<file path="config.mk">
export PLATFORM = sky130hd
export DESIGN_NAME = circle_outline_span_generator_top
export DESIGN_NICKNAME = d
export VERILOG_FILES = /design/src/rtl/cosg_pkg.sv /design/src/rtl/circle_outline_span_generator_top.sv /design/src/rtl/cosg_front.sv /design/src/rtl/cosg_queue.sv /design/src/rtl/cosg_root.sv /design/src/rtl/cosg_back.sv
export SDC_FILE = /design/constraint.sdc
export NUM_CORES = 1
export LEC_CHECK = 0
export ABC_AREA = 1
export BUFFER_PORTS_ARGS = -buffer_cell sky130_fd_sc_hd__buf_4
export CAP_MARGIN = 0
export CORE_MARGIN = 5
export CORE_UTILIZATION = 50
export DETAILED_ROUTE_END_ITERATION = 12
export MAX_ROUTING_LAYER = met4
export PLACE_DENSITY_LB_ADDON = 0.08
export SETUP_SLACK_MARGIN = 0.3
export SYNTH_ARGS = -nofsm -noshare
export SYNTH_HDL_FRONTEND = slang
export SYNTH_SLANG_ARGS = --single-unit
</file>
<file path="constraint.sdc">
create_clock -name clk_i -period 11.45 [get_ports clk_i]
set_clock_uncertainty 0.2 [all_clocks]
set_input_delay 2.29 -clock clk_i [delete_from_list [all_inputs] [get_ports clk_i]]
set_output_delay 2.29 -clock clk_i [all_outputs]
set_load 0.03 [all_outputs]
</file>
<file path="src/rtl/cosg_pkg.sv">
// Shared types, constants and square root step function for the circle outline span generator.
package cosg_pkg;

  localparam int ROW_W       = 11;
  localparam int COL_W       = 12;
  localparam int RADIUS_W    = 10;
  localparam int THICK_W     = 5;
  localparam int CFG_W       = 10;
  localparam int MAX_RADIUS  = 1023;
  localparam int MR_W        = 12;
  localparam int THICK_MAX   = 16;
  localparam int QUEUE_DEPTH = 4;

  localparam int ODD_W       = RADIUS_W + 1;
  localparam int RT_W        = RADIUS_W;
  localparam int SQ_W        = 2 * RT_W;
  localparam int REM_W       = RT_W + 3;
  localparam int STEPS_PER_STAGE = 2;
  localparam int N_STAGES    = RT_W / STEPS_PER_STAGE;

  // One row as it travels from the front to the back.
  typedef struct packed {
    logic signed [ROW_W-1:0] row;
    logic [THICK_W-1:0]      t;
    logic [SQ_W-1:0]         n1;
    logic [SQ_W-1:0]         n2;
  } cosg_job_t;

  // Side info carried alongside each root through the root pipeline.
  typedef struct packed {
    logic signed [ROW_W-1:0] row;
    logic [THICK_W-1:0]      t;
    logic                    second;
  } cosg_tag_t;

  // Partial state of the digit-by-digit square root.
  typedef struct packed {
    logic [SQ_W-1:0]  rest;
    logic [REM_W-1:0] rem;
    logic [RT_W-1:0]  root;
  } root_st_t;

  // One result bit: bring down two radicand bits and try (4*root + 1).
  function automatic root_st_t root_step(root_st_t s);
    logic [REM_W-1:0] cur;
    logic [REM_W-1:0] trial;
    root_st_t         o;
    cur    = {s.rem[REM_W-3:0], s.rest[SQ_W-1 -: 2]};
    trial  = {1'b0, s.root, 2'b01};
    o.rest = {s.rest[SQ_W-3:0], 2'b00};
    if (cur >= trial) begin
      o.rem  = cur - trial;
      o.root = {s.root[RT_W-2:0], 1'b1};
    end else begin
      o.rem  = cur;
      o.root = {s.root[RT_W-2:0], 1'b0};
    end
    return o;
  endfunction

  function automatic root_st_t root_stage(root_st_t s);
    root_st_t o;
    o = s;
    for (int i = 0; i < STEPS_PER_STAGE; i++) begin
      o = root_step(o);
    end
    return o;
  endfunction

endpackage

</file>
<file path="src/rtl/circle_outline_span_generator_top.sv">
// Top level of the thick circle outline span generator: configuration and block wiring.
// A row passes the front stages, the queue, the root pipeline and its output register;
//   the right span is shown first, the left span once the right span is taken.
// The shared root pipeline takes one radicand per cycle unless the output stalls it,
//   and each row needs two radicands (outer and inner edge).
// Rows outside the circle are dropped at the front and give no transfer.
// Reset (rst_ni low, asynchronous) empties all stages and loads radius 330, thickness 5.
module circle_outline_span_generator_top #(
  parameter int QUEUE_DEPTH = cosg_pkg::QUEUE_DEPTH
) (
  input  logic                               clk_i,
  input  logic                               rst_ni,
  // configuration write port
  input  logic                               cfg_we_i,
  input  logic                               cfg_addr_i,
  input  logic [cosg_pkg::CFG_W-1:0]         cfg_wdata_i,
  // row input channel
  input  logic                               in_valid_i,
  output logic                               in_ready_o,
  input  logic signed [cosg_pkg::ROW_W-1:0]  row_offset_i,
  // span output channel
  output logic                               out_valid_o,
  input  logic                               out_ready_i,
  output logic signed [cosg_pkg::ROW_W-1:0]  span_row_o,
  output logic signed [cosg_pkg::COL_W-1:0]  x_from_o,
  output logic signed [cosg_pkg::COL_W-1:0]  x_to_o,
  output logic                               is_left_o,
  output logic                               last_o
);
  import cosg_pkg::*;

  typedef enum logic [0:0] {
    REG_RADIUS    = 1'b0,
    REG_THICKNESS = 1'b1
  } cfg_reg_e;

  logic [RADIUS_W-1:0] radius_q;
  logic [THICK_W-1:0]  thickness_q;

  logic      push;
  logic      pop;
  logic      full;
  logic      empty;
  cosg_job_t job_in;
  cosg_job_t job_out;

  // Configuration registers: user writes only while no row is in flight; not enforced.
  always_ff @(posedge clk_i or negedge rst_ni) begin
    if (!rst_ni) begin
      radius_q    <= RADIUS_W'(330);
      thickness_q <= THICK_W'(5);
    end else if (cfg_we_i) begin
      unique case (cfg_reg_e'(cfg_addr_i))
        REG_RADIUS:    radius_q    <= cfg_wdata_i[RADIUS_W-1:0];
        REG_THICKNESS: thickness_q <= cfg_wdata_i[THICK_W-1:0];
        default:       radius_q    <= radius_q;
      endcase
    end
  end

  // Front: clamp the registers, reject rows with |j| > r, square and form
  // the radicands r^2-(|j|-1)^2 and r^2-|j|^2 over two stages.
  cosg_front u_front (
    .clk_i        (clk_i),
    .rst_ni       (rst_ni),
    .in_valid_i   (in_valid_i),
    .in_ready_o   (in_ready_o),
    .row_offset_i (row_offset_i),
    .radius_i     (radius_q),
    .thickness_i  (thickness_q),
    .push_o       (push),
    .job_o        (job_in),
    .full_i       (full)
  );

  // Decouple the front from the back so each side stalls on its own.
  cosg_queue #(
    .DEPTH (QUEUE_DEPTH)
  ) u_queue (
    .clk_i   (clk_i),
    .rst_ni  (rst_ni),
    .push_i  (push),
    .data_i  (job_in),
    .full_o  (full),
    .pop_i   (pop),
    .data_o  (job_out),
    .empty_o (empty)
  );

  // Back: two roots per row through one pipeline, then the right span and
  // the left span from the output register.
  cosg_back u_back (
    .clk_i       (clk_i),
    .rst_ni      (rst_ni),
    .empty_i     (empty),
    .job_i       (job_out),
    .pop_o       (pop),
    .out_valid_o (out_valid_o),
    .out_ready_i (out_ready_i),
    .span_row_o  (span_row_o),
    .x_from_o    (x_from_o),
    .x_to_o      (x_to_o),
    .is_left_o   (is_left_o),
    .last_o      (last_o)
  );

endmodule

</file>
<file path="src/rtl/cosg_front.sv">
// Front end: accepts rows, drops rows outside the circle, forms the two radicands.
module cosg_front (
  input  logic                                clk_i,
  input  logic                                rst_ni,
  input  logic                                in_valid_i,
  output logic                                in_ready_o,
  input  logic signed [cosg_pkg::ROW_W-1:0]   row_offset_i,
  input  logic [cosg_pkg::RADIUS_W-1:0]       radius_i,
  input  logic [cosg_pkg::THICK_W-1:0]        thickness_i,
  output logic                                push_o,
  output cosg_pkg::cosg_job_t                 job_o,
  input  logic                                full_i
);
  import cosg_pkg::*;

  logic [ROW_W-1:0]    abs_j;
  logic [RADIUS_W-1:0] r_sat;
  logic [THICK_W-1:0]  t_sat;
  logic                in_circle;
  logic [ODD_W-1:0]    odd_d;
  logic                s1_go;
  logic                s2_free;
  logic [SQ_W-1:0]     n2;

  logic                    s1_valid_q;
  logic signed [ROW_W-1:0] s1_row_q;
  logic [RADIUS_W-1:0]     s1_aj_q;
  logic [RADIUS_W-1:0]     s1_r_q;
  logic [THICK_W-1:0]      s1_t_q;
  logic [ODD_W-1:0]        s1_odd_q;

  logic                    s2_valid_q;
  logic signed [ROW_W-1:0] s2_row_q;
  logic [THICK_W-1:0]      s2_t_q;
  logic [ODD_W-1:0]        s2_odd_q;
  logic [SQ_W-1:0]         s2_rr_q;
  logic [SQ_W-1:0]         s2_aa_q;

  always_comb begin
    abs_j = row_offset_i[ROW_W-1] ? ROW_W'(-row_offset_i) : row_offset_i;
    r_sat = (MR_W'(radius_i) > MR_W'(MAX_RADIUS)) ? RADIUS_W'(MAX_RADIUS) : radius_i;
    if (thickness_i == '0) begin
      t_sat = THICK_W'(1);
    end else if (thickness_i > THICK_W'(THICK_MAX)) begin
      t_sat = THICK_W'(THICK_MAX);
    end else begin
      t_sat = thickness_i;
    end
    in_circle = abs_j <= ROW_W'(r_sat);
    // (|j|-1)^2 = |j|^2 - (2|j| - 1); row zero uses r^2 for both edges
    odd_d  = (abs_j == '0) ? '0 : ({abs_j[RADIUS_W-1:0], 1'b0} - ODD_W'(1));
  end

  assign push_o     = s2_valid_q && !full_i;
  assign s2_free    = !s2_valid_q || !full_i;
  assign s1_go      = !s1_valid_q || s2_free;
  assign in_ready_o = s1_go;

  assign n2        = s2_rr_q - s2_aa_q;
  assign job_o.row = s2_row_q;
  assign job_o.t   = s2_t_q;
  assign job_o.n2  = n2;
  assign job_o.n1  = n2 + SQ_W'(s2_odd_q);

  always_ff @(posedge clk_i or negedge rst_ni) begin
    if (!rst_ni) begin
      s1_valid_q <= 1'b0;
      s2_valid_q <= 1'b0;
    end else begin
      if (s1_go) begin
        s1_valid_q <= in_valid_i && in_circle;
      end
      if (s2_free) begin
        s2_valid_q <= s1_valid_q;
      end
    end
  end

  always_ff @(posedge clk_i) begin
    if (s1_go) begin
      s1_row_q <= row_offset_i;
      s1_aj_q  <= abs_j[RADIUS_W-1:0];
      s1_r_q   <= r_sat;
      s1_t_q   <= t_sat;
      s1_odd_q <= odd_d;
    end
    if (s2_free) begin
      s2_row_q <= s1_row_q;
      s2_t_q   <= s1_t_q;
      s2_odd_q <= s1_odd_q;
      s2_rr_q  <= SQ_W'(s1_r_q) * SQ_W'(s1_r_q);
      s2_aa_q  <= SQ_W'(s1_aj_q) * SQ_W'(s1_aj_q);
    end
  end

  // A row blocked by a full queue must hold its radicands.
  assert property (@(posedge clk_i) disable iff (!rst_ni)
    s2_valid_q && full_i |=> s2_valid_q && $stable(s2_rr_q) && $stable(s2_aa_q))
    else $error("front: stalled row lost or changed");

endmodule

</file>
<file path="src/rtl/cosg_queue.sv">
// Short first-word-fall-through queue between the front and back ends.
module cosg_queue #(
  parameter int DEPTH = cosg_pkg::QUEUE_DEPTH
) (
  input  logic                clk_i,
  input  logic                rst_ni,
  input  logic                push_i,
  input  cosg_pkg::cosg_job_t data_i,
  output logic                full_o,
  input  logic                pop_i,
  output cosg_pkg::cosg_job_t data_o,
  output logic                empty_o
);
  import cosg_pkg::*;

  localparam int AW = $clog2(DEPTH);
  localparam int CW = $clog2(DEPTH + 1);

  cosg_job_t       mem_q [DEPTH];
  logic [AW-1:0]   wr_ptr_q;
  logic [AW-1:0]   rd_ptr_q;
  logic [CW-1:0]   cnt_q;
  logic            do_push;
  logic            do_pop;

  assign full_o  = cnt_q == CW'(DEPTH);
  assign empty_o = cnt_q == '0;
  assign data_o  = mem_q[rd_ptr_q];
  assign do_push = push_i && !full_o;
  assign do_pop  = pop_i && !empty_o;

  always_ff @(posedge clk_i or negedge rst_ni) begin
    if (!rst_ni) begin
      wr_ptr_q <= '0;
      rd_ptr_q <= '0;
      cnt_q    <= '0;
    end else begin
      if (do_push) begin
        wr_ptr_q <= (wr_ptr_q == AW'(DEPTH - 1)) ? '0 : wr_ptr_q + 1'b1;
      end
      if (do_pop) begin
        rd_ptr_q <= (rd_ptr_q == AW'(DEPTH - 1)) ? '0 : rd_ptr_q + 1'b1;
      end
      case ({do_push, do_pop})
        2'b10:   cnt_q <= cnt_q + 1'b1;
        2'b01:   cnt_q <= cnt_q - 1'b1;
        default: cnt_q <= cnt_q;
      endcase
    end
  end

  always_ff @(posedge clk_i) begin
    if (do_push) begin
      mem_q[wr_ptr_q] <= data_i;
    end
  end

  assert property (@(posedge clk_i) disable iff (!rst_ni) pop_i |-> !empty_o)
    else $error("queue: pop while empty");
  assert property (@(posedge clk_i) disable iff (!rst_ni) push_i |-> !full_o)
    else $error("queue: push while full");

endmodule

</file>
<file path="src/rtl/cosg_root.sv">
// Pipelined integer square root with round-half-up, two result bits per stage.
module cosg_root (
  input  logic                          clk_i,
  input  logic                          rst_ni,
  input  logic                          en_i,
  input  logic                          valid_i,
  input  logic [cosg_pkg::SQ_W-1:0]     n_i,
  input  cosg_pkg::cosg_tag_t           tag_i,
  output logic                          valid_o,
  output logic [cosg_pkg::RT_W-1:0]     x_o,
  output cosg_pkg::cosg_tag_t           tag_o
);
  import cosg_pkg::*;

  root_st_t        init;
  root_st_t        st_nxt [N_STAGES];
  root_st_t        st_q   [N_STAGES];
  cosg_tag_t       tag_q  [N_STAGES];
  logic [N_STAGES-1:0] vld_q;
  root_st_t        last;
  logic [RT_W-1:0] rounded;

  logic            rd_valid_q;
  logic [RT_W-1:0] rd_x_q;
  cosg_tag_t       rd_tag_q;

  assign init.rest = n_i;
  assign init.rem  = '0;
  assign init.root = '0;

  for (genvar k = 0; k < N_STAGES; k++) begin : g_stage
    if (k == 0) begin : g_first
      assign st_nxt[k] = root_stage(init);
    end else begin : g_next
      assign st_nxt[k] = root_stage(st_q[k-1]);
    end
  end

  // Remainder n - s^2 exceeds s exactly when sqrt(n) >= s + 1/2.
  assign last    = st_q[N_STAGES-1];
  assign rounded = last.root + RT_W'(last.rem > REM_W'(last.root));

  always_ff @(posedge clk_i or negedge rst_ni) begin
    if (!rst_ni) begin
      vld_q      <= '0;
      rd_valid_q <= 1'b0;
    end else if (en_i) begin
      vld_q      <= {vld_q[N_STAGES-2:0], valid_i};
      rd_valid_q <= vld_q[N_STAGES-1];
    end
  end

  always_ff @(posedge clk_i) begin
    if (en_i) begin
      for (int k = 0; k < N_STAGES; k++) begin
        st_q[k] <= st_nxt[k];
      end
      tag_q[0] <= tag_i;
      for (int k = 1; k < N_STAGES; k++) begin
        tag_q[k] <= tag_q[k-1];
      end
      rd_x_q   <= rounded;
      rd_tag_q <= tag_q[N_STAGES-1];
    end
  end

  assign valid_o = rd_valid_q;
  assign x_o     = rd_x_q;
  assign tag_o   = rd_tag_q;

endmodule

</file>
<file path="src/rtl/cosg_back.sv">
// Back end: issues two roots per row, pairs the edges and emits both spans.
module cosg_back (
  input  logic                               clk_i,
  input  logic                               rst_ni,
  input  logic                               empty_i,
  input  cosg_pkg::cosg_job_t                job_i,
  output logic                               pop_o,
  output logic                               out_valid_o,
  input  logic                               out_ready_i,
  output logic signed [cosg_pkg::ROW_W-1:0]  span_row_o,
  output logic signed [cosg_pkg::COL_W-1:0]  x_from_o,
  output logic signed [cosg_pkg::COL_W-1:0]  x_to_o,
  output logic                               is_left_o,
  output logic                               last_o
);
  import cosg_pkg::*;

  logic            phase_q;
  logic            en;
  logic            out_free;
  logic            load;
  logic            rd_valid;
  logic [RT_W-1:0] rd_x;
  cosg_tag_t       rd_tag;
  cosg_tag_t       issue_tag;
  logic [SQ_W-1:0] issue_n;
  logic [RT_W-1:0] p_hold_q;

  logic [COL_W-1:0] p_ext;
  logic [COL_W-1:0] q_ext;
  logic [COL_W-1:0] t_ext;

  logic                    out_valid_q;
  logic                    out_left_q;
  logic signed [ROW_W-1:0] out_row_q;
  logic [COL_W-1:0]        rf_q;
  logic [COL_W-1:0]        rt_q;
  logic [COL_W-1:0]        lf_q;
  logic [COL_W-1:0]        lt_q;

  // Outer edge first, inner edge second, then pop the row.
  assign issue_n          = phase_q ? job_i.n2 : job_i.n1;
  assign issue_tag.row    = job_i.row;
  assign issue_tag.t      = job_i.t;
  assign issue_tag.second = phase_q;

  assign out_free = !out_valid_q || (out_left_q && out_ready_i);
  assign en       = !rd_valid || !rd_tag.second || out_free;
  assign load     = rd_valid && rd_tag.second && out_free;
  assign pop_o    = en && !empty_i && phase_q;

  cosg_root u_root (
    .clk_i   (clk_i),
    .rst_ni  (rst_ni),
    .en_i    (en),
    .valid_i (!empty_i),
    .n_i     (issue_n),
    .tag_i   (issue_tag),
    .valid_o (rd_valid),
    .x_o     (rd_x),
    .tag_o   (rd_tag)
  );

  assign p_ext = COL_W'(p_hold_q);
  assign q_ext = COL_W'(rd_x);
  assign t_ext = COL_W'(rd_tag.t);

  always_ff @(posedge clk_i or negedge rst_ni) begin
    if (!rst_ni) begin
      phase_q     <= 1'b0;
      out_valid_q <= 1'b0;
      out_left_q  <= 1'b0;
    end else begin
      if (en && !empty_i) begin
        phase_q <= !phase_q;
      end
      if (load) begin
        out_valid_q <= 1'b1;
        out_left_q  <= 1'b0;
      end else if (out_valid_q && out_ready_i) begin
        if (!out_left_q) begin
          out_left_q <= 1'b1;
        end else begin
          out_valid_q <= 1'b0;
          out_left_q  <= 1'b0;
        end
      end
    end
  end

  always_ff @(posedge clk_i) begin
    if (en && rd_valid && !rd_tag.second) begin
      p_hold_q <= rd_x;
    end
    if (load) begin
      out_row_q <= rd_tag.row;
      rf_q      <= q_ext;
      rt_q      <= p_ext + t_ext - COL_W'(1);
      lf_q      <= COL_W'(0) - p_ext;
      lt_q      <= t_ext - COL_W'(1) - q_ext;
    end
  end

  assign out_valid_o = out_valid_q;
  assign span_row_o  = out_row_q;
  assign x_from_o    = $signed(out_left_q ? lf_q : rf_q);
  assign x_to_o      = $signed(out_left_q ? lt_q : rt_q);
  assign is_left_o   = out_left_q;
  assign last_o      = out_left_q;

  assert property (@(posedge clk_i) disable iff (!rst_ni) out_left_q |-> out_valid_q)
    else $error("back: left span flagged with no span held");
  assert property (@(posedge clk_i) disable iff (!rst_ni)
    out_valid_q && !out_left_q && out_ready_i |=> out_valid_q && out_left_q)
    else $error("back: right span not followed by left span");
  assert property (@(posedge clk_i) disable iff (!rst_ni)
    rd_valid && rd_tag.second && !out_free |=> rd_valid && $stable(rd_x))
    else $error("back: inner edge lost while output busy");

endmodule
</file>
==> run metrics, run 1 <==
H-tree level count=3; list of most frequent post-synthesis cells=636 x edfxtp_1, 594 x nand2_1, 515 x inv_1, 336 x nor2_1, 236 x ha_1; Synth Area per Inst=10.5 µm²; status=completed; die width=281 µm; area added between synthesis and finish=10.9%; Final min period=5510 ps; Critical Path RT=11,600 ps; nets=3,922; clock transition at the registers of the reported paths=60 ps; Worst Hold Class=reg -> reg; hold path depth=0; Tightest Pin Transition=1200 ps; Critical Path Slowest Stage Cell=edfxtp_1; Worst Setup End Kind=flip-flop; Synth Area in Simple Gates=13.7%; Seq/Total Area, Yosys=54.4%; min-delay src=u_back.u_root.tag_q[2][0]; routed vias=23,800; reg2reg path depth=19; Yosys reg bits=669; final worst-path cycle share=48.2%; Final Setup Violations=0; storage element area=19,900 µm²; maxcap violations=0; latest clock arrival within the worst-skew pair=620 ps; drc violations=0; setup TNS=0 ps; Final ANT Viol Nets=0; top-count cell post-synth=edfxtp_1; worst rel slew slack=20.1%; Bufs and invs on worst path=3; share of cells above drive strength 1=7.98%; area of the multi-input gates=14,500 µm²; Antenna Cells=0; adder-cell area share of the yosys netlist=13.5%; clock root cell=clkbuf_16; FF-to-FF setup slack=5940 ps; worst path cell trace=nand2_1 -> fa_1 -> fa_1 -> inv_1 -> fa_1 -> fa_1 -> inv_1 -> fa_1 -> inv_1 -> ha_1 -> nand2_1 -> a21oi_1 -> a211oi_1 -> nand2_1 -> a21oi_1 -> o21ai_0 -> nand2_1 -> nand2_1 -> xor2_1; CORE AREA=72,800 µm²; GP Congestion=0.880; PortBufs=65; postcts setup bufs=0; largest family of logic cells by synthesized area=simple AND/OR/NAND/NOR gates; RSZ-0062 raised after global routing=no; XOR/XNOR Fraction of Synth Area=3.96%; TritonCTS Buffers=75; CP arrival=5670 ps; largest cells by area after synthesis=edfxtp_1 52%, ha_1 8.1%, nand2_1 6.1%; Yosys top cell area share=52.1%; Site Rows=99; CTS Hold Buffers Added=0; YS warnings=0; placed wire-length estimate=54.6 mm; Syn Nets=3,846; Worst Hold End=u_back.u_root.tag_q[3][0]; final hold viol count=0; Synth cell types=57; Vias/cell=5.20; initial antenna violation count=0; f_max=181 MHz; total global routing overflow=0; CTS tree=built; CP Class=reg -> reg; Reg-to-Reg End=u_front.s2_rr_q[18]; Mapped Area=36,700 µm²; pin count of the biggest net entering global routing=98; final max-slew violation count=0; post-synthesis mux area share=0.703%; Synth async-reset ratio=4.93%; first-pass GRT wire length=124 mm; Crit path largest cell delay=660 ps; Total Die Area=78,800 µm²; die height=281 µm; complex-gate fraction of the synthesized area=7.48%; PostCTS Resize Cnt=0; drt pass-1 iters=5; Cells after Synth=3,484; vias in the first global route=24,000; number of flops mapped to enable cells by yosys=636; worst r2r src=u_front.s1_r_q[7]; Initial DRC Count=1,393; ys flop type=edfxtp_1; I/O Pins=66; drt total wl=75.5 mm; fillers=6,274; GRT Overall Usage=19.9%; clock sink count=669; Top Family by Delay on Critical Path=adder cells; CP max FO=14; Synth area leader=edfxtp_1; clock buffer depth=3; initial core utilization=50.3%; Startpoint Class=flip-flop; WL per Instance=16.5 µm
[worst register-to-register path: stages (launching register included)]
cell,delay [ps]
edfxtp_1,660
nand2_1,180
fa_1,480
fa_1,540
inv_1,60
fa_1,500
fa_1,540
inv_1,50
fa_1,520
inv_1,40
ha_1,340
nand2_1,110
a21oi_1,50
a211oi_1,170
nand2_1,150
a21oi_1,240
o21ai_0,170
nand2_1,80
nand2_1,60
xor2_1,130
[how the worst max path moves through the flow]
stage | depth (start not counted) | startpoint | slack [ps] | end
floorplan | 4 | out_ready_i | 1470 | u_back.u_root.vld_q[1]
global placement | 6 | out_ready_i | 5400 | u_back.u_root.st_q[0][13]
detailed placement | 6 | out_ready_i | 5310 | u_back.u_root.st_q[0][13]
CTS | 6 | u_queue.cnt_q[1] | 5890 | in_ready_o
global route | 14 | u_front.s1_aj_q[7] | 5620 | u_front.s2_aa_q[19]
finish | 19 | u_front.s1_r_q[7] | 5940 | u_front.s2_rr_q[18]
[layer usage]
layer / part of all wire [%] / track usage (%) / routed length [µm]
met1: 44 / 25.0 / 33200
met2: 50 / 33.9 / 37400
met3: 3.8 / 2.61 / 2910
met4: 2.6 / 6.19 / 1990
met5: 0 / - / 0
[through the flow]
step	std cells	utilization, %	setup slack [ps]	cell area (µm²)	hold WS, ps
3_5_place_dp	4442	52.4	5310	38200	205
3_3_place_gp	4442	52.4	5400	38200	200
5_1_grt	4579	55.8	5620	40700	222
4_1_cts	4579	55.8	5890	40700	210
2_1_floorplan	3484	-	1470	36700	200
6_report	4579	55.8	5940	40700	208
[sequential cells by signal (all words and copies together) (netlist names), 10 cells and up]
| signal | cells |
|---|---|
| u_back.lt_q | 12 |
| u_back.u_root.tag_o | 17 |
| u_front.s2_rr_q | 19 |
| u_back.lf_q | 11 |
| u_front.s1_r_q | 10 |
| u_front.s2_odd_q | 11 |
| u_front.s2_aa_q | 19 |
| u_front.s1_aj_q | 10 |
| u_back.u_root.x_o | 10 |
| u_back.u_root.st_q | 124 |
| u_back.span_row_o | 11 |
| u_queue.mem_q | 224 |
| u_back.rf_q | 10 |
| u_back.p_hold_q | 10 |
| u_back.u_root.tag_q | 85 |
| u_front.s2_row_q | 10 |
| u_back.rt_q | 12 |
| u_front.s1_odd_q | 11 |
| radius_q | 10 |
| u_front.s1_row_q | 10 |
[cell families after synthesis]
| logic type | Yosys count |
|---|---|
| simple gates | 1196 |
| xor+xnor | 165 |
| compound gates | 495 |
| buf+inv | 601 |
| mux | 23 |
| flops | 669 |
| fa+ha+maj | 335 |
[final cells by class]
| class | count | area share, % |
|---|---|---|
| clock buffers | 103 | 5.05 |
| clock inverters | 34 | 1.13 |
| inverters | 519 | 4.79 |
| multi-input cells | 2214 | 35.6 |
| flip-flops and latches | 669 | 49.0 |
| well taps | 959 | 2.95 |
| repair buffers | 81 | 1.50 |
[layout by cell type (no fill, tap or decap), types with 99 or more instances in the layout]
cell type  synthesis  layout
fa_1              99      99
nand3_1          141     140
edfxtp_1         636     636
inv_1            515     514
o21ai_0          213     213
ha_1             236     236
nand2_1          594     594
a21oi_1          141     141
nor2_1           336     331
xor2_1           123     123
Power of run 1 is left out: the tool's default activity adds up to more than one toggle a clock period on the data nets, which glitch-free logic cannot reach.
==> run 2, diff against run 1 <==
clock period = 5.1 ns   (was 11.45 ns; I/O delays follow)
==> run 2 against run 1 <==
Compared with the run above: fmax increased by 12%; core utilization grew 1.8 points; highest routed layer unchanged; die area is the same; count of clock-buffer cells in the layout down 16; critical path type unchanged; hold slack lost 25 ps; design area grew 3.2%; wire length up 2.3%; sequential share of layout area down 1.5 points; critical path depth stayed put; register-to-register slack worse by 5700 ps; global-route usage up 0.32 points; flip-flop and latch count unchanged.
==> run metrics, run 2 (synthesized netlist as in run 1, its figures left out) <==
die width=281 µm (unchanged); pin count of the biggest net entering global routing=199 (+100%); setup TNS=0 ps (unchanged); f_max=204 MHz (+12%); max FFs per register=224 (unchanged); commonest cells after routing, fill and taps aside=636 x edfxtp_1, 564 x nand2_1, 496 x inv_1, 327 x nor2_1, 211 x ha_1; clock sink count=669 (unchanged); most common cell after layout, fill and taps aside=edfxtp_1; routed vias=24,300 (+2.0%); share of cells above drive strength 1=13.3% (+5.4 points); drc violations=0 (unchanged); Initial DRC Count=1,315 (-5.6%); GRT Overall Usage=20.2% (+0.32 points); CORE AREA=72,800 µm² (unchanged); FF-to-FF setup slack=190 ps (-5750 ps); PortBufs=65 (unchanged); placed wire-length estimate=55.8 mm (+2.2%); worst rel slew slack=31.3% (+11 points); first-pass GRT wire length=126 mm (+1.6%); drt pass-1 iters=5 (unchanged); Worst Hold Class=in -> async; area post-placement=38,500 µm² (+0.97%); I/O Pins=66 (unchanged); Reg-to-Reg End=u_front.s2_rr_q[12]; storage element area=19,900 µm² (unchanged); Regs by FF count=u_queue.mem_q: 224 flops, u_back.u_root.st_q: 124 flops, u_back.u_root.tag_q: 85 flops; RSZ-0062 raised after global routing=yes; TritonCTS Buffers=76 (+1.3%); fillers=6,159 (-1.8%); nets=4,005 (+2.1%); WL per Instance=16.6 µm (+0.46%); final hold viol count=0 (unchanged); GP Congestion=0.879 (about the same); initial antenna violation count=0 (unchanged); maxcap violations=0 (unchanged); total global routing overflow=0 (unchanged); initial core utilization=50.3% (unchanged); final worst-path cycle share=96.3% (+48 points); Startpoint Class=flip-flop; Final min period=4910 ps (-603 ps); status=completed; vias in the first global route=24,500 (+1.8%); CP arrival=5060 ps (-610 ps); reg2reg path depth=19 (unchanged); Vias/cell=5.21 (+0.19%); final instance area=42,000 µm² (+3.2%); clock buffer depth=3 (unchanged); CP Class=reg -> reg; final max-slew violation count=0 (unchanged); Final ANT Viol Nets=0 (unchanged); Most flops, register=u_queue.mem_q; clock transition at the registers of the reported paths=60 ps (about the same); CTS tree=built; area of the multi-input gates=15,100 µm² (+4.3%); Final Setup Violations=0 (unchanged); CP max FO=6 (-8); Worst Setup End Kind=flip-flop; worst r2r src=u_front.s1_r_q[1]; H-tree level count=3 (unchanged); Finished Layout Cells=4,661 (+1.8%); Inst Count DP=4,472 (+0.68%); Critical Path RT=5250 ps (-6350 ps); area added between synthesis and finish=14.5%; Site Rows=99 (unchanged); latest clock arrival within the worst-skew pair=600 ps (-20 ps); Tightest Pin Transition=1030 ps (-167 ps); Antenna Cells=0 (unchanged); clock root cell=clkbuf_16; drt total wl=77.2 mm (+2.3%); die height=281 µm (unchanged); Total Die Area=78,800 µm² (unchanged)
==> run 2: critical path, stage by stage, from the launching register on <==
cell and delay, ps:
edfxtp_1 560, nand2_4 90, fa_1 470, fa_1 500
inv_2 40, fa_1 480, fa_1 490, inv_1 50
fa_1 510, inv_2 40, ha_4 240, nand2_4 70
a21oi_2 40, a211oi_2 170, nand2_1 140, buf_4 160
buf_6 110, nand3_1 70, nand2_2 70, xor2_2 160
==> run 2: worst max path at each step <==
| stage | endpoint | cells after the start | start |
|---|---|---|---|
| after floorplan | in_ready_o | 3 | u_queue.cnt_q[0] |
| after global placement | u_front.s2_rr_q[17] | 18 | u_front.s1_r_q[2] |
| after detailed placement | u_front.s2_rr_q[17] | 18 | u_front.s1_r_q[2] |
| after CTS | u_front.s2_aa_q[16] | 19 | u_front.s1_aj_q[2] |
| after global routing | u_front.s2_aa_q[16] | 19 | u_front.s1_aj_q[3] |
| final | u_front.s2_rr_q[12] | 19 | u_front.s1_r_q[1] |
==> run 2: repair_timing <==
action,in CTS,in global routing
pin swaps,44,50
setup buffers,32,20
resized for setup,47,87
endpoints found under the setup margin,20,36
hold buffers,0,0
==> run 2: metrics by stage <==
step	utilization [%]	worst slack, ps	hold WS, ps
5_1_grt	57.6	-13.9	184
3_3_place_gp	52.9	75.7	200
4_1_cts	57.0	215	160
3_5_place_dp	52.9	-8.15	205
2_1_floorplan	-	177	200
6_report	57.6	188	183
==> run 2: cell type report <==
class	count	share of cell area (%)
Tap cell	959	2.86
Sequential cell	669	47.5
Multi-Input combinational cell	2214	36.0
Clock inverter	50	1.28
Clock buffer	87	4.68
Timing Repair Buffer	163	3.10
Inverter	519	4.65
==> run 2: routing by layer <==
layer	wire length, µm	up-vias	GRT usage, %
li1	-	12100	-
met1	33900	11700	25.9
met2	38200	458	34.4
met3	2770	132	2.40
met4	2340	0	5.71
met5	0	-	-
Power of run 2 is left out for the same reason.
==> run 3, diff against run 2 <==
GPL_TIMING_DRIVEN = 0   (was not set)
==> run 3 against run 2 <==
Compared with the run above: sequential share of layout area fell by 0.85 points; hold slack improved by 2.7 ps; first-iteration DRC count fell by 0.38%; cell count rose by 1.7%; design area rose by 1.8%; fmax fell by 2.3%; setup slack got worse by 120 ps; wire length rose by 5.5%; non-clock buffer count rose by 83; global-route usage rose by 0.83 points; count of clock-buffer cells in the layout did not move; critical path type unchanged; highest routed layer unchanged.
==> run metrics, run 3 (synthesized netlist as in run 1, its figures left out) <==
status=completed; Most flops, register=u_queue.mem_q; routed vias=24,800 (+2.1%); WL per Instance=17.2 µm (+3.8%); clock root cell=clkbuf_16; worst r2r src=u_front.s1_r_q[2]; Critical Path RT=5250 ps (about the same); first-pass GRT wire length=129 mm (+2.6%); Antenna Cells=0 (unchanged); final hold viol count=0 (unchanged); TritonCTS Buffers=73 (-3.9%); CP max FO=10 (+4); H-tree level count=3 (unchanged); area added between synthesis and finish=16.6%; die width=281 µm (unchanged); Vias/cell=5.24 (+0.46%); nets=4,085 (+2.0%); GRT Overall Usage=21.0% (+0.83 points); latest clock arrival within the worst-skew pair=610 ps (about the same); clock buffer depth=3 (unchanged); drc violations=0 (unchanged); clock sink count=669 (unchanged); Worst Setup End Kind=flip-flop; clock transition at the registers of the reported paths=60 ps (about the same); total global routing overflow=0 (unchanged); CTS tree=built; Startpoint Class=flip-flop; setup TNS=0 ps (unchanged); CP Class=reg -> reg; drt pass-1 iters=7 (+2); GP Congestion=0.881 (+0.16%); pin count of the biggest net entering global routing=125 (-37%); commonest cells after routing, fill and taps aside=636 x edfxtp_1, 551 x nand2_1, 480 x inv_1, 326 x nor2_1, 206 x ha_1; drt total wl=81.5 mm (+5.5%); final worst-path cycle share=98.6% (+2.3 points); Final ANT Viol Nets=0 (unchanged); Initial DRC Count=1,310 (-0.38%); most common cell after layout, fill and taps aside=edfxtp_1; I/O Pins=66 (unchanged); CP arrival=5180 ps (+120 ps); final max-slew violation count=0 (unchanged); initial antenna violation count=0 (unchanged); placed wire-length estimate=59.8 mm (+7.1%); PortBufs=65 (unchanged); CTS Hold Buffers Added=0 (unchanged); Regs by FF count=u_queue.mem_q: 224 flops, u_back.u_root.st_q: 124 flops, u_back.u_root.tag_q: 85 flops; die height=281 µm (unchanged); Setup crit start=u_front.s1_r_q[2]; RSZ-0062 raised after global routing=yes; initial core utilization=50.3% (unchanged); vias in the first global route=25,000 (+2.0%); worst rel slew slack=24.7% (-6.5 points); Tightest Pin Transition=1130 ps (+98.0 ps); Site Rows=99 (unchanged); f_max=199 MHz (-2.3%); max FFs per register=224 (unchanged); Final min period=5030 ps (+116 ps); share of cells above drive strength 1=15.0% (+1.7 points); Total Die Area=78,800 µm² (unchanged); CORE AREA=72,800 µm² (unchanged); Worst Hold Class=in -> async; maxcap violations=0 (unchanged); Final Setup Violations=0 (unchanged)
==> run 3: critical path, cell delays in order, from the launching register on <==
cell,delay [ps]
edfxtp_1,500
buf_8,190
nand2_4,60
fa_1,510
fa_1,540
inv_1,50
fa_1,440
fa_1,500
inv_2,40
fa_1,490
inv_2,50
ha_4,250
nand2_4,70
a21oi_2,40
a211oi_2,160
nand2_2,120
a21oi_4,210
o21ai_2,90
nand2_1,70
nand2_1,60
xor2_1,130
==> run 3: final cells by class <==
cell class	count	area [µm²]
fill	5985	30100
sequential	669	19900
multi-input combinational	2214	15300
inverter	519	1950
clock buffer	87	1900
timing repair buffer	164	1440
tap	959	1200
buffer	82	603
clock inverter	44	429
==> run 3: stage by stage <==
stage	utilization (%)	cells	hold slack (ps)	instance area [µm²]	setup slack, ps
floorplan	-	3484	200	36900	177
global placement	52.9	4508	201	38600	-1440
detailed placement	53.4	4522	205	38900	-411
CTS	57.9	4711	169	42200	6.63
global route	58.7	4738	196	42700	-130
finish	58.7	4738	186	42700	72.4
==> run 3: what timing repair did <==
item,in CTS,in global routing
gates cloned,0,1
endpoints found under the setup margin,33,39
pin swaps,69,58
gates resized for setup,122,107
setup buffers,58,26
==> run 3: routing by layer <==
| layer | GRT usage [%] | part of all wire (%) |
|---|---|---|
| met5 | - | 0 |
| met4 | 7.52 | 3.7 |
| met3 | 2.52 | 3.3 |
| met2 | 36.6 | 51 |
| met1 | 25.5 | 42 |
==> run 3: path summary, 6_finish.rpt <==
kind                                           to  slack, ps  depth (start not counted)
max in group asynchronous        u_back.is_left_o       4140                          1
setup reg to reg              u_front.s2_rr_q[18]         70                         20
min in group clk_i         u_back.u_root.tag_o[2]        210                          0
hold / removal                        radius_q[4]        190                          1
setup / recovery              u_front.s2_rr_q[18]         70                         20
hold reg to reg            u_back.u_root.tag_o[2]        210                          0
Power of run 3 is left out for the same reason.
